## config.mk

```make
export PLATFORM = sky130hd
export DESIGN_NAME = ir_remote_pulse_decoder
export DESIGN_NICKNAME = d
export VERILOG_FILES = /design/src/rtl/core/irpd_pkg.sv /design/src/rtl/core/ir_remote_pulse_decoder.sv /design/src/rtl/core/irpd_core.sv
export SDC_FILE = /design/constraint.sdc
export NUM_CORES = 1
export LEC_CHECK = 0
export BUFFER_PORTS_ARGS = -buffer_cell sky130_fd_sc_hd__buf_4
export CAP_MARGIN = 40
export CORE_MARGIN = 3
export CORE_UTILIZATION = 52
export DETAILED_ROUTE_END_ITERATION = 10
export PLACE_DENSITY_LB_ADDON = 0.2
export SLEW_MARGIN = 5
export SYNTH_ARGS = -nofsm -noshare
export SYNTH_HDL_FRONTEND = slang
export SYNTH_SLANG_ARGS = --single-unit
```

## constraint.sdc

```tcl
create_clock -name clk -period 5.1 [get_ports clk]
set_input_delay 0.255 -clock clk [delete_from_list [all_inputs] [get_ports clk]]
set_output_delay 0.255 -clock clk [all_outputs]
set_load 0.02 [all_outputs]
```

## src/rtl/core/irpd_pkg.sv

```systemverilog
package irpd_pkg;

    localparam int CFG_COUNT = 6;
    localparam int CFG_IDX_W = 3;
    localparam int CFG_DATA_W = 16;

    localparam logic [CFG_IDX_W-1:0] CFG_HEADER_MIN = 3'd0;
    localparam logic [CFG_IDX_W-1:0] CFG_HEADER_MAX = 3'd1;
    localparam logic [CFG_IDX_W-1:0] CFG_MARK_MIN = 3'd2;
    localparam logic [CFG_IDX_W-1:0] CFG_MARK_MAX = 3'd3;
    localparam logic [CFG_IDX_W-1:0] CFG_SPACE_MAX = 3'd4;
    localparam logic [CFG_IDX_W-1:0] CFG_ONE_THRESH = 3'd5;

    localparam logic [15:0] HEADER_MIN_RST = 16'd4000;
    localparam logic [15:0] HEADER_MAX_RST = 16'd5000;
    localparam logic [15:0] MARK_MIN_RST = 16'd400;
    localparam logic [15:0] MARK_MAX_RST = 16'd700;
    localparam logic [15:0] SPACE_MAX_RST = 16'd1800;
    localparam logic [15:0] ONE_THRESH_RST = 16'd1000;

    localparam logic OP_EDGE = 1'b0;
    localparam logic OP_TIMEOUT = 1'b1;

    localparam logic [31:0] CMD_LEFT = 32'hE0E068B7;
    localparam logic [31:0] CMD_NLEFT = 32'hE0E066B7;
    localparam logic [31:0] CMD_RIGHT = 32'hE0E068F7;
    localparam logic [31:0] CMD_NRIGHT = 32'hE0E066F7;
    localparam logic [31:0] CMD_UP = 32'hE0E0F01F;
    localparam logic [31:0] CMD_NUP = 32'hE0E0FF1F;
    localparam logic [31:0] CMD_DOWN = 32'hE0E0E62F;
    localparam logic [31:0] CMD_NDOWN = 32'hE0E0E82F;
    localparam logic [31:0] CMD_SAFETY = 32'hE0E080BF;

    typedef struct packed {
        logic        opcode;
        logic [15:0] interval_us;
    } in_t;

    typedef struct packed {
        logic        frame_done;
        logic [31:0] code_word;
        logic        abort;
        logic        up_flag;
        logic        down_flag;
        logic        left_flag;
        logic        right_flag;
    } out_t;

    typedef struct packed {
        logic [15:0] header_min_us;
        logic [15:0] header_max_us;
        logic [15:0] mark_min_us;
        logic [15:0] mark_max_us;
        logic [15:0] space_max_us;
        logic [15:0] one_threshold_us;
    } cfg_t;

endpackage

```

## src/rtl/core/ir_remote_pulse_decoder.sv

```systemverilog
// Each input transaction goes into the input register, then its result into the result
// register; the result stays there while out_stall is high.
// Throughput: one transaction per cycle when not stalled; each edge event is decoded by
// a single pass of window compares and command match between the two registers.
// Reset (rst_n, async, active low): decoder idle, bit count, frame word and flags zero,
// timing windows at their default values, both pipeline stages empty.
module ir_remote_pulse_decoder (
    input  logic                               clk,
    input  logic                               rst_n,
    input  logic                               in_valid,
    output logic                               in_stall,
    input  irpd_pkg::in_t                      in_data,
    output logic                               out_valid,
    input  logic                               out_stall,
    output irpd_pkg::out_t                     out_data,
    input  logic                               cfg_we,
    input  logic [irpd_pkg::CFG_IDX_W-1:0]     cfg_index,
    input  logic [irpd_pkg::CFG_DATA_W-1:0]    cfg_data
);
    import irpd_pkg::*;

    cfg_t cfg_reg;
    logic s1_valid_reg;
    in_t  s1_data_reg;
    logic advance;
    logic s1_load;

    assign advance  = !out_valid || !out_stall;
    assign in_stall = s1_valid_reg && !advance;
    assign s1_load  = in_valid && !in_stall;

    always_ff @(posedge clk or negedge rst_n)
    begin
        if (!rst_n)
        begin
            cfg_reg.header_min_us    <= HEADER_MIN_RST;
            cfg_reg.header_max_us    <= HEADER_MAX_RST;
            cfg_reg.mark_min_us      <= MARK_MIN_RST;
            cfg_reg.mark_max_us      <= MARK_MAX_RST;
            cfg_reg.space_max_us     <= SPACE_MAX_RST;
            cfg_reg.one_threshold_us <= ONE_THRESH_RST;
        end
        else if (cfg_we)
        begin
            unique case (cfg_index)
                CFG_HEADER_MIN: cfg_reg.header_min_us    <= cfg_data;
                CFG_HEADER_MAX: cfg_reg.header_max_us    <= cfg_data;
                CFG_MARK_MIN:   cfg_reg.mark_min_us      <= cfg_data;
                CFG_MARK_MAX:   cfg_reg.mark_max_us      <= cfg_data;
                CFG_SPACE_MAX:  cfg_reg.space_max_us     <= cfg_data;
                CFG_ONE_THRESH: cfg_reg.one_threshold_us <= cfg_data;
                default: ;
            endcase
        end
    end

    always_ff @(posedge clk or negedge rst_n)
    begin
        if (!rst_n)
        begin
            s1_valid_reg <= 1'b0;
        end
        else if (advance || !s1_valid_reg)
        begin
            s1_valid_reg <= in_valid;
        end
    end

    always_ff @(posedge clk)
    begin
        if (s1_load)
        begin
            s1_data_reg <= in_data;
        end
    end

    irpd_core u_core (
        .clk        (clk),
        .rst_n      (rst_n),
        .advance    (advance),
        .item_valid (s1_valid_reg),
        .item       (s1_data_reg),
        .cfg        (cfg_reg),
        .out_valid  (out_valid),
        .out_data   (out_data)
    );

    a_done_abort_excl: assert property (@(posedge clk) disable iff (!rst_n)
        out_valid |-> !(out_data.frame_done && out_data.abort))
        else $error("frame_done and abort both set");

    a_stall_cause: assert property (@(posedge clk) disable iff (!rst_n)
        in_stall |-> (s1_valid_reg && out_valid && out_stall))
        else $error("input stalled without a blocked result");

    a_stage_moves: assert property (@(posedge clk) disable iff (!rst_n)
        (s1_valid_reg && advance) |=> out_valid)
        else $error("buffered transaction did not reach the result register");

    a_timeout_quiet: assert property (@(posedge clk) disable iff (!rst_n)
        (s1_valid_reg && advance && s1_data_reg.opcode == OP_TIMEOUT)
        |=> (!out_data.frame_done && !out_data.abort))
        else $error("timeout produced done or abort");

endmodule

```

## src/rtl/core/irpd_core.sv

```systemverilog
module irpd_core (
    input  logic          clk,
    input  logic          rst_n,
    input  logic          advance,
    input  logic          item_valid,
    input  irpd_pkg::in_t item,
    input  irpd_pkg::cfg_t cfg,
    output logic          out_valid,
    output irpd_pkg::out_t out_data
);
    import irpd_pkg::*;

    typedef enum logic [2:0] {
        PH_IDLE      = 3'd0,
        PH_HDR_MARK  = 3'd1,
        PH_HDR_SPACE = 3'd2,
        PH_BIT_MARK  = 3'd3,
        PH_BIT_SPACE = 3'd4
    } phase_t;

    // flags: bit0 up, bit1 down, bit2 left, bit3 right
    function automatic logic [3:0] apply_cmd(input logic [31:0] w, input logic [3:0] f);
        logic [3:0] r;
        r = f;
        case (w)
            CMD_SAFETY: r = 4'b0000;
            CMD_LEFT:   r = f | 4'b0100;
            CMD_NLEFT:  r = f & 4'b1011;
            CMD_RIGHT:  r = f | 4'b1000;
            CMD_NRIGHT: r = f & 4'b0111;
            CMD_UP:     r = f | 4'b0001;
            CMD_NUP:    r = f & 4'b1110;
            CMD_DOWN:   r = f | 4'b0010;
            CMD_NDOWN:  r = f & 4'b1101;
            default:    r = f;
        endcase
        return r;
    endfunction

    phase_t      phase_reg, phase_next;
    logic [5:0]  count_reg, count_next;
    logic [31:0] word_reg, word_next;
    logic [3:0]  flags_reg, flags_next;
    logic        done_next, abort_next;
    logic        valid_reg;
    out_t        res_reg, res_next;
    logic        take;
    logic        in_hdr, in_mark, in_space;

    assign take = item_valid && advance;

    assign in_hdr = (item.interval_us >= cfg.header_min_us)
                 && (item.interval_us <= cfg.header_max_us);
    assign in_mark = (item.interval_us >= cfg.mark_min_us)
                  && (item.interval_us <= cfg.mark_max_us);
    assign in_space = (item.interval_us >= cfg.mark_min_us)
                   && (item.interval_us <= cfg.space_max_us);

    always_comb
    begin
        phase_next = phase_reg;
        count_next = count_reg;
        word_next  = word_reg;
        flags_next = flags_reg;
        done_next  = 1'b0;
        abort_next = 1'b0;
        if (item.opcode == OP_TIMEOUT)
        begin
            phase_next = PH_IDLE;
        end
        else
        begin
            unique case (phase_reg)
                PH_HDR_MARK, PH_HDR_SPACE:
                begin
                    if (in_hdr)
                    begin
                        phase_next = (phase_reg == PH_HDR_MARK) ? PH_HDR_SPACE : PH_BIT_MARK;
                    end
                    else
                    begin
                        phase_next = PH_IDLE;
                        abort_next = 1'b1;
                    end
                end
                PH_BIT_MARK:
                begin
                    if (in_mark)
                    begin
                        phase_next = PH_BIT_SPACE;
                    end
                    else
                    begin
                        phase_next = PH_IDLE;
                        abort_next = 1'b1;
                    end
                end
                PH_BIT_SPACE:
                begin
                    if (!in_space)
                    begin
                        phase_next = PH_IDLE;
                        abort_next = 1'b1;
                    end
                    else
                    begin
                        phase_next = PH_BIT_MARK;
                        if (!count_reg[5])
                        begin
                            // MSB first: bit index is 31 - count
                            word_next[~count_reg[4:0]] = (item.interval_us > cfg.one_threshold_us);
                            count_next = count_reg + 6'd1;
                            if (count_reg[4:0] == 5'd31)
                            begin
                                done_next  = 1'b1;
                                flags_next = apply_cmd(word_next, flags_reg);
                            end
                        end
                    end
                end
                default:
                begin
                    phase_next = PH_HDR_MARK;
                    count_next = 6'd0;
                end
            endcase
        end
    end

    always_comb
    begin
        res_next.frame_done = done_next;
        res_next.code_word  = word_next;
        res_next.abort      = abort_next;
        res_next.up_flag    = flags_next[0];
        res_next.down_flag  = flags_next[1];
        res_next.left_flag  = flags_next[2];
        res_next.right_flag = flags_next[3];
    end

    always_ff @(posedge clk or negedge rst_n)
    begin
        if (!rst_n)
        begin
            phase_reg <= PH_IDLE;
            count_reg <= 6'd0;
            word_reg  <= 32'd0;
            flags_reg <= 4'd0;
            valid_reg <= 1'b0;
        end
        else
        begin
            if (advance)
            begin
                valid_reg <= item_valid;
            end
            if (take)
            begin
                phase_reg <= phase_next;
                count_reg <= count_next;
                word_reg  <= word_next;
                flags_reg <= flags_next;
            end
        end
    end

    always_ff @(posedge clk)
    begin
        if (take)
        begin
            res_reg <= res_next;
        end
    end

    assign out_valid = valid_reg;
    assign out_data  = res_reg;

endmodule

```

==> results of run 1 <==
-- power by group --
group / leakage (nW) / switching, mW / internal [mW] / total (mW)
Clock: 0.270 / 0.608 / 0.655 / 1.26
Combinational: 3.10 / 0.625 / 0.443 / 1.07
Sequential: 2.24 / 0.105 / 1.89 / 2.00
-- through the flow --
step	power, mW	setup slack, ps	hold slack [ps]	cells	area (µm²)
floorplan	2.71	1430	-40.6	1133	11300
global placement	3.02	925	383	1452	12200
detailed placement	3.05	701	392	1453	12200
CTS	4.34	687	4.13	1502	12900
global route	4.59	151	3.51	1503	12900
finish	4.33	517	16.0	1503	12900
-- worst max-delay path, delay by kind of cell (launching register included) --
family                     cells  cell delay, ps
AOI/OAI and AO/OA              5            1670
adders and majority gates      1             430
DFF                            1             500
and+or+nand+nor                5            1710
-- repair_timing --
| action | 4_1_cts | 5_1_grt |
|---|---|---|
| endpoints found under the hold margin | 78 | 0 |
| hold buffers | 17 | 0 |
| endpoints found under the setup margin | 0 | 0 |
| resized for setup | 0 | 0 |
| buffers inserted | 0 | 0 |
-- logic make-up after synthesis --
| kind of cell | after synthesis | share of synthesized area (%) |
|---|---|---|
| flops | 198 | 46.6 |
| compound gates | 266 | 14.9 |
| simple gates | 350 | 15.4 |
| mux | 66 | 6.58 |
| xor+xnor | 2 | 0.155 |
| fa+ha+maj | 101 | 11.2 |
| buf+inv | 150 | 5.15 |
-- area by class of cell --
cell class	instances	area, µm²
Clock buffer	22	464
Clock inverter	10	70.1
Fill cell	1808	8310
Inverter	103	387
Multi-Input combinational cell	785	5490
Sequential cell	198	5270
Tap cell	275	344
Timing Repair Buffer	110	887
-- path summary, 6_finish.rpt --
check | startpoint | endpoint | slack, ps | cells after the start
worst max-delay path | s1_data_reg[15] | u_core.out_data[0] | 520 | 11
worst min-delay path | in_data[15] | s1_data_reg[15] | 20 | 1
worst max register to register | s1_data_reg[15] | u_core.out_data[0] | 520 | 11
worst min register to register | s1_valid_reg | u_core.out_valid | 500 | 1
max in group asynchronous | rst_n | cfg_reg[32] | 3400 | 3
min in group asynchronous | rst_n | cfg_reg[21] | 440 | 2
-- routing by layer --
metal	wire length [µm]	vias to the layer above
met5	0	-
met4	364	0
met3	1530	31
met2	12400	245
met1	12900	4214
li1	-	4213
-- synth_stat cells, types with 3 or more instances --
| library cell | number |
|---|---|
| nand2_1 | 151 |
| o21ai_0 | 121 |
| dfrtp_1 | 113 |
| inv_1 | 102 |
| ha_1 | 101 |
| mux2_2 | 66 |
| nor2_1 | 56 |
| edfxtp_1 | 55 |
| clkbuf_1 | 41 |
| a21oi_1 | 38 |
| dfstp_2 | 30 |
| nand3_1 | 24 |
| a21o_1 | 22 |
| nand4_1 | 22 |
| nor3_1 | 19 |
| nand2b_1 | 17 |
| o31ai_1 | 14 |
| nor2b_1 | 12 |
| o211ai_1 | 8 |
| o31a_1 | 8 |
| a211oi_1 | 7 |
| a31oi_1 | 7 |
| nand4b_1 | 7 |
| or2_2 | 7 |
| o41a_1 | 5 |
| and2_1 | 4 |
| and4_1 | 4 |
| or3_1 | 4 |
| a22o_1 | 3 |
| buf_2 | 3 |
| nor4_1 | 3 |
| nor4b_1 | 3 |
| o21a_1 | 3 |
| o41ai_1 | 3 |
==> impl_metrics.yaml, run 1 <==
run_status:
  status: "finished clean"
global_route:
  gr-max-usage-layer: "met2"
  use_met3_pct: 4.67
  grt_use_total_pct: 23.7
  grt_max_degree: 89
  overflow: 0
  use_met2_pct: 36.8
  grt_pass1_wl_mm: 45.0
  use_met1_pct: 34.8
  first_global_vias: 8624
  antenna_found_initial: 0
cells_and_area:
  final_common_cell: "nand2_1"
  antennaDiodeCount: 0
  drive_gt1_share_pct: 20.0
  finalNetCount: 1357
  final_cell_mix: "nand2_1, o21ai_0, dfrtp_1, inv_1, ha_1"
  largest_register_ffs: 96
  syn2layout_area_growth_pct: 14.3
  utilization_pct: 60.9
worst_setup_path:
  worstPathMaxFanout: 26
  cp.required_ps: 5270
  crit_slowest_cell: "a2111oi_0"
  critPathArrivalTime_ps: 4760
  path_cells: "ha_1 -> nand4_4 -> nor4_4 -> and4_1 -> o21ai_0 -> o21ai_0 -> nand3_1 -> a2111oi_0 -> a31oi_1 -> o21ai_0 -> nand3_1"
  criticalPathCategory: "reg2reg"
  crit_top_cell: "o21ai_0"
  critPathMaxStageDelay_ps: 900
  critPathLaunchType: "register"
  crit_path_end_kind: "register"
clock_tree:
  clk_pin_slew_worst_paths_ps: 70
  cts_max_path_buffers: 2
  cts_root_buf: "clkbuf_16"
  clock-sinks: 198
  htreeDepth: 4
  cts_made_buffers: 17
  cts_tree: "built"
  clk_latency_ps: 440
sta:
  tns_ps: 0
  relSlewSlack_pct: 35.6
  worst_slew_pin_slew_ps: 942
  fmax_ghz: 0.218
  hold_viol: 0
  setup_viol: 0
  period_needed_ps: 4580
  finalClockSkew_ps: 14.7
  rsz0062_at_grt: "no"
  fin_crit_sh_pct: 89.9
  slew_violations: 0
die:
  die_area_um2: 23500
  die_w_um: 153
  die_h_um: 153
  floorplan.initialDensity_pct: 53.3
  pin_count: 81
  core_um2: 21200
  rows: 53
synth:
  synth_edf_count: 55
  ys_warn_count: 0
  synth_cells: 1133
  synthTopCellsByArea: "dfrtp_1, edfxtp_1, ha_1"
  synth_nets: 1275
  ys_ff_latch: 198
  yosys.area.top_type: "dfrtp_1"
  yosys.area.top_type_share_pct: 25.0
  async_flop_share_pct: 72.2
  synth_area_per_cell_um2: 9.98
  ys_types: 71
  synth_area_um2: 11300
  synth-main-ff-cell: "dfrtp_1"
  ys_seq_area_share_pct: 46.6
placement:
  dp_hpwl_mm: 19.0
  portBuffers: 80
  gp_congestion: 0.902
routing:
  dr.pass1.iters: 5
  viasPerCell: 5.79
  wl_per_cell_um: 18.1
  drc: 0
  antenna_left: 0
  dr_total_vias: 8703
  drt_iter0_markers: 714
  wirelength_mm: 27.1
run:
  drv_cap: 0
power:
  ir_drop_uv: 219
  power.density_nw_per_um2: 335
  leakage_nw: 5.62
min_path:
  hold_class: "in2reg"
Power figures use the tool's default switching activity.
==> inputs of run 2 (changes only) <==
--- a/config.mk
+++ b/config.mk
@@ -10,6 +10,7 @@
 export CORE_MARGIN = 3
 export CORE_UTILIZATION = 52
 export DETAILED_ROUTE_END_ITERATION = 10
+export GPL_TIMING_DRIVEN = 0
 export PLACE_DENSITY_LB_ADDON = 0.2
 export SLEW_MARGIN = 5
 export SYNTH_ARGS = -nofsm -noshare
==> impl_metrics.yaml, run 2 (same netlist as run 1, synthesis figures left out) <==
cells_and_area:
  syn2layout_area_growth_pct: 16.3
  largest_register_ffs: 96
  fin_area_um2: 13100
  multi_input_comb_area_um2: 5450
  final_cell_mix: "nand2_1, o21ai_0, dfrtp_1, inv_1, ha_1"
  fill_cells: 1776
  fin_cells: 1542
  seqCellArea_um2: 5270
  drive_gt1_share_pct: 18.9
  finalNetCount: 1396
  final_common_cell: "nand2_1"
  antennaDiodeCount: 0
global_route:
  grt_max_degree: 88
  first_global_vias: 8823
  antenna_found_initial: 0
  overflow: 0
  grt_use_total_pct: 24.3
  grt_pass1_wl_mm: 46.4
worst_setup_path:
  crit_path_start: "s1_data_reg[15]"
  cpLargestDelayFamily: "simple AND/OR/NAND/NOR gates"
  critical_path_buf_inv_count: 2
  r2r_slack_ps: 590
  critPathLaunchType: "register"
  crit_slowest_cell: "nor2_1"
  crit_path_end_kind: "register"
  critPathArrivalTime_ps: 4690
  worstPathMaxFanout: 10
  path_cells: "ha_1 -> nand4_4 -> nor4_4 -> a21bo_1 -> and3_1 -> buf_6 -> buf_2 -> nor2_1 -> o2111ai_1 -> nor4b_1 -> a21oi_1 -> o21ai_0 -> nand3_1"
  r2r-start: "s1_data_reg[15]"
  cp.required_ps: 5280
  critPathMaxStageDelay_ps: 560
  criticalPathCategory: "reg2reg"
  worstRegToRegCells: 13
  r2r_end: "u_core.out_data[0]"
die:
  pin_count: 81
  floorplan.initialDensity_pct: 53.3
  die_w_um: 153
  rows: 53
  die_h_um: 153
  core_um2: 21200
  die_area_um2: 23500
clock_tree:
  clock-sinks: 198
  cts_root_buf: "clkbuf_16"
  clk_pin_slew_worst_paths_ps: 70
  clk_latency_ps: 450
  cts_made_buffers: 17
  cts_tree: "built"
  cts_max_path_buffers: 2
  htreeDepth: 4
  postCtsResizedCells: 0
sta:
  worst_slew_pin_slew_ps: 838
  rsz0062_at_grt: "no"
  period_needed_ps: 4510
  setup_viol: 0
  hold_viol: 0
  relSlewSlack_pct: 43.4
  tns_ps: 0
  fmax_ghz: 0.222
  fin_ws_ps: 590
  finalClockSkew_ps: 13.2
  slew_violations: 0
  fin_crit_sh_pct: 88.4
placement:
  portBuffers: 80
  gp_congestion: 0.933
  placed_cells: 1492
  placedInstanceArea_um2: 12300
  post-place-ws_ps: 662
  dp_hpwl_mm: 20.1
routing:
  antenna_left: 0
  dr.pass1.iters: 5
  drt_iter0_markers: 868
  drc: 0
  wirelength_mm: 27.9
  wl_per_cell_um: 18.1
  dr_total_vias: 8957
  viasPerCell: 5.81
power:
  leakage_nw: 5.69
  power.density_nw_per_um2: 342
  ir_drop_uv: 224
min_path:
  worstHoldStart: "in_valid"
  min_path_cells: 2
  hold_end: "s1_valid_reg"
  hold_class: "in2reg"
run_status:
  status: "finished clean"
run:
  drv_cap: 0
## run 2: cell count changes in the layout (fill, tap and decap cells not counted), sizes merged
cell	delta
clkdlybuf4s15	+1
clkinv	-1
buf	-4
dlygate4sd3	+1
clkbuf	+38
clkinvlp	+1
bufinv	+3
## run 2: per-stage QoR
stage	power (mW)	utilization, %	hold WS, ps
floorplan	2.71	-	-40.6
global placement	2.99	57.7	433
detailed placement	3.04	58.1	265
CTS	4.51	61.9	4.82
global route	4.75	61.9	19.7
finish	4.49	61.9	6.16
## run 2: how the worst max path moves through the flow
stage                         end  slack, ps  cells after the start
2_1_floorplan  u_core.out_data[3]       1430                     13
3_3_place_gp   u_core.out_data[0]        720                     13
3_5_place_dp   u_core.out_data[0]        660                     13
4_1_cts        u_core.out_data[0]        630                     13
5_1_grt        u_core.out_data[0]        350                     13
6_report       u_core.out_data[0]        590                     13
## run 2: report_power, final
group	total (mW)	internal, mW	switching, mW	leakage [nW]
Sequential	2.00	1.89	0.108	2.24
Combinational	1.04	0.444	0.601	3.13
Clock	1.44	0.820	0.624	0.310
## run 2: area by class of cell
cell class / instances / area share [%]
multi-input combinational: 785 / 41.5
sequential: 198 / 40.1
timing repair buffer: 102 / 6.59
clock buffer: 19 / 3.53
inverter: 103 / 2.94
tap: 275 / 2.62
buffer: 47 / 1.49
clock inverter: 13 / 1.24
## run 2: worst reg2reg max path, cell delays in order (launching register included)
cell	delay [ps]
edfxtp_1	520
ha_1	410
nand4_4	150
nor4_4	430
a21bo_1	300
and3_1	190
buf_6	130
buf_2	200
nor2_1	560
o2111ai_1	250
nor4b_1	560
a21oi_1	170
o21ai_0	270
nand3_1	120
## run 2: per-layer routing
| metal | routed length (µm) | up-vias | track usage [%] |
|---|---|---|---|
| met3 | 1810 | 34 | 4.42 |
| met1 | 13700 | 4349 | 36.9 |
| met5 | 0 | - | 0 |
| met4 | 340 | 0 | 5.55 |
| li1 | - | 4288 | - |
| met2 | 12100 | 286 | 36.4 |
## run 2: what timing repair did
| item | 4_1_cts | 5_1_grt |
|---|---|---|
| hold buffers | 18 | 0 |
| buffers inserted | 0 | 0 |
| setup endpoints to repair | 0 | 0 |
| hold endpoints to repair | 54 | 0 |
==> inputs of run 3 (changes only) <==
--- a/config.mk
+++ b/config.mk
@@ -5,12 +5,14 @@
 export SDC_FILE = /design/constraint.sdc
 export NUM_CORES = 1
 export LEC_CHECK = 0
+export ABC_CLOCK_PERIOD_IN_PS = 5100
 export BUFFER_PORTS_ARGS = -buffer_cell sky130_fd_sc_hd__buf_4
 export CAP_MARGIN = 40
 export CORE_MARGIN = 3
 export CORE_UTILIZATION = 52
 export DETAILED_ROUTE_END_ITERATION = 10
 export GPL_TIMING_DRIVEN = 0
+export MAX_ROUTING_LAYER = met4
 export PLACE_DENSITY_LB_ADDON = 0.2
 export SLEW_MARGIN = 5
 export SYNTH_ARGS = -nofsm -noshare
==> impl_metrics.yaml, run 3 (same netlist as run 1, synthesis figures left out) <==
worst_setup_path:
  crit_path_end_kind: "register"
  critPathArrivalTime_ps: 4900
  criticalPathCategory: "reg2reg"
  critPathLaunchType: "register"
  cp.required_ps: 5400
  worstPathMaxFanout: 10
clock_tree:
  cts_setup_buffers: 0
  cts_tree: "built"
  htreeDepth: 4
  cts_max_path_buffers: 2
  cts_root_buf: "clkbuf_16"
  clock-sinks: 198
  clk_pin_slew_worst_paths_ps: 70
  cts_made_buffers: 17
  postCtsResizedCells: 0
  clk_latency_ps: 440
run_status:
  status: "finished clean"
sta:
  fin_crit_sh_pct: 90.2
  rsz0062_at_grt: "no"
  fmax_ghz: 0.217
  hold_viol: 0
  slew_violations: 0
  worst_slew_pin_slew_ps: 893
  period_needed_ps: 4600
  tns_ps: 0
  setup_viol: 0
  relSlewSlack_pct: 40.1
  finalClockSkew_ps: 14.4
die:
  rows: 53
  die_w_um: 153
  pin_count: 81
  floorplan.initialDensity_pct: 53.3
  core_um2: 21200
  die_area_um2: 23500
  die_h_um: 153
cells_and_area:
  syn2layout_area_growth_pct: 15.8
  fill_cells: 1840
  final_cell_mix: "nand2_1, o21ai_0, dfrtp_1, inv_1, ha_1"
  antennaDiodeCount: 0
  finalNetCount: 1396
  largest_register_ffs: 96
  fin_area_um2: 13100
  final_common_cell: "nand2_1"
  drive_gt1_share_pct: 18.9
routing:
  wl_per_cell_um: 18.0
  dr_total_vias: 8904
  viasPerCell: 5.77
  drc: 0
  drt_iter0_markers: 778
  antenna_left: 0
  dr.pass1.iters: 6
  wirelength_mm: 27.8
global_route:
  overflow: 0
  grt_max_degree: 76
  first_global_vias: 8735
  grt_use_total_pct: 24.7
  antenna_found_initial: 0
  grt_pass1_wl_mm: 45.9
placement:
  placedInstanceArea_um2: 12300
  gp_congestion: 0.935
  dp_hpwl_mm: 20.2
  portBuffers: 80
min_path:
  hold_class: "in2reg"
run:
  drv_cap: 0
power:
  leakage_nw: 5.66
  power.density_nw_per_um2: 335
  ir_drop_uv: 238
[run 3: cell types whose count changed in the layout (fill, tap and decap cells not counted), moves of 2 or more]
cell       delta
inv_8         +3
bufinv_16     -2
inv_6         -3
clkinv_4      +3
clkinv_2      -2
[run 3: timing repair]
action,CTS,global route
hold buffers,18,0
endpoints found under the hold margin,76,0
setup endpoints to repair,0,0
[run 3: final timing paths]
| check | startpoint | to | slack (ps) | cells after the start |
|---|---|---|---|---|
| max | s1_data_reg[15] | u_core.flags_reg[1] | 500 | 13 |
| min in group asynchronous | rst_n | cfg_reg[83] | 410 | 2 |
| min reg2reg | s1_valid_reg | u_core.out_valid | 500 | 1 |
| max in group asynchronous | rst_n | cfg_reg[88] | 3830 | 3 |
| min | in_valid | s1_valid_reg | 20 | 2 |
| max reg2reg | s1_data_reg[15] | u_core.flags_reg[1] | 500 | 13 |
[run 3: power breakdown]
group	internal, mW	total, mW	switching, mW
logic	0.443	1.04	0.601
registers	1.89	2.00	0.107
clock network	0.702	1.35	0.645
total	3.04	4.39	1.35
[run 3: critical path: stages (launching register included)]
cell and delay [ps]:
edfxtp_1 540, ha_1 430, nand4_4 150, nor4_4 430, a21bo_1 290, and3_1 180, buf_6 130, buf_2 200
nor2_1 630, o2111ai_1 270, nor4b_1 570, a21oi_1 170, o41ai_1 380, o21ai_1 110
[run 3: final cells by class]
class / instances / area (µm²) / area share (%)
Sequential cell: 198 / 5270 / 40.3
Inverter: 103 / 387 / 2.95
Timing Repair Buffer: 102 / 860 / 6.57
Tap cell: 275 / 344 / 2.63
Multi-Input combinational cell: 785 / 5450 / 41.7
Buffer: 47 / 196 / 1.50
Clock inverter: 14 / 140 / 1.07
Clock buffer: 18 / 439 / 3.36
[run 3: metal layers]
metal	global-route usage [%]	vias up	routed length (µm)
li1	-	4298	-
met1	37.3	4312	13800
met2	35.3	269	11900
met3	3.65	25	1670
met4	6.27	0	359
met5	-	-	0
[run 3: through the flow]
stage               total power, mW  instances  util (%)  setup slack (ps)  hold WS, ps
floorplan                      2.71       1133         -              1430        -40.6
global placement               3.00       1488      57.7               678          433
detailed placement             3.04       1492      58.1               635          344
CTS                            4.41       1542      61.7               622         13.8
global route                   4.65       1542      61.7               148         15.2
finish                         4.39       1542      61.7               500         22.4
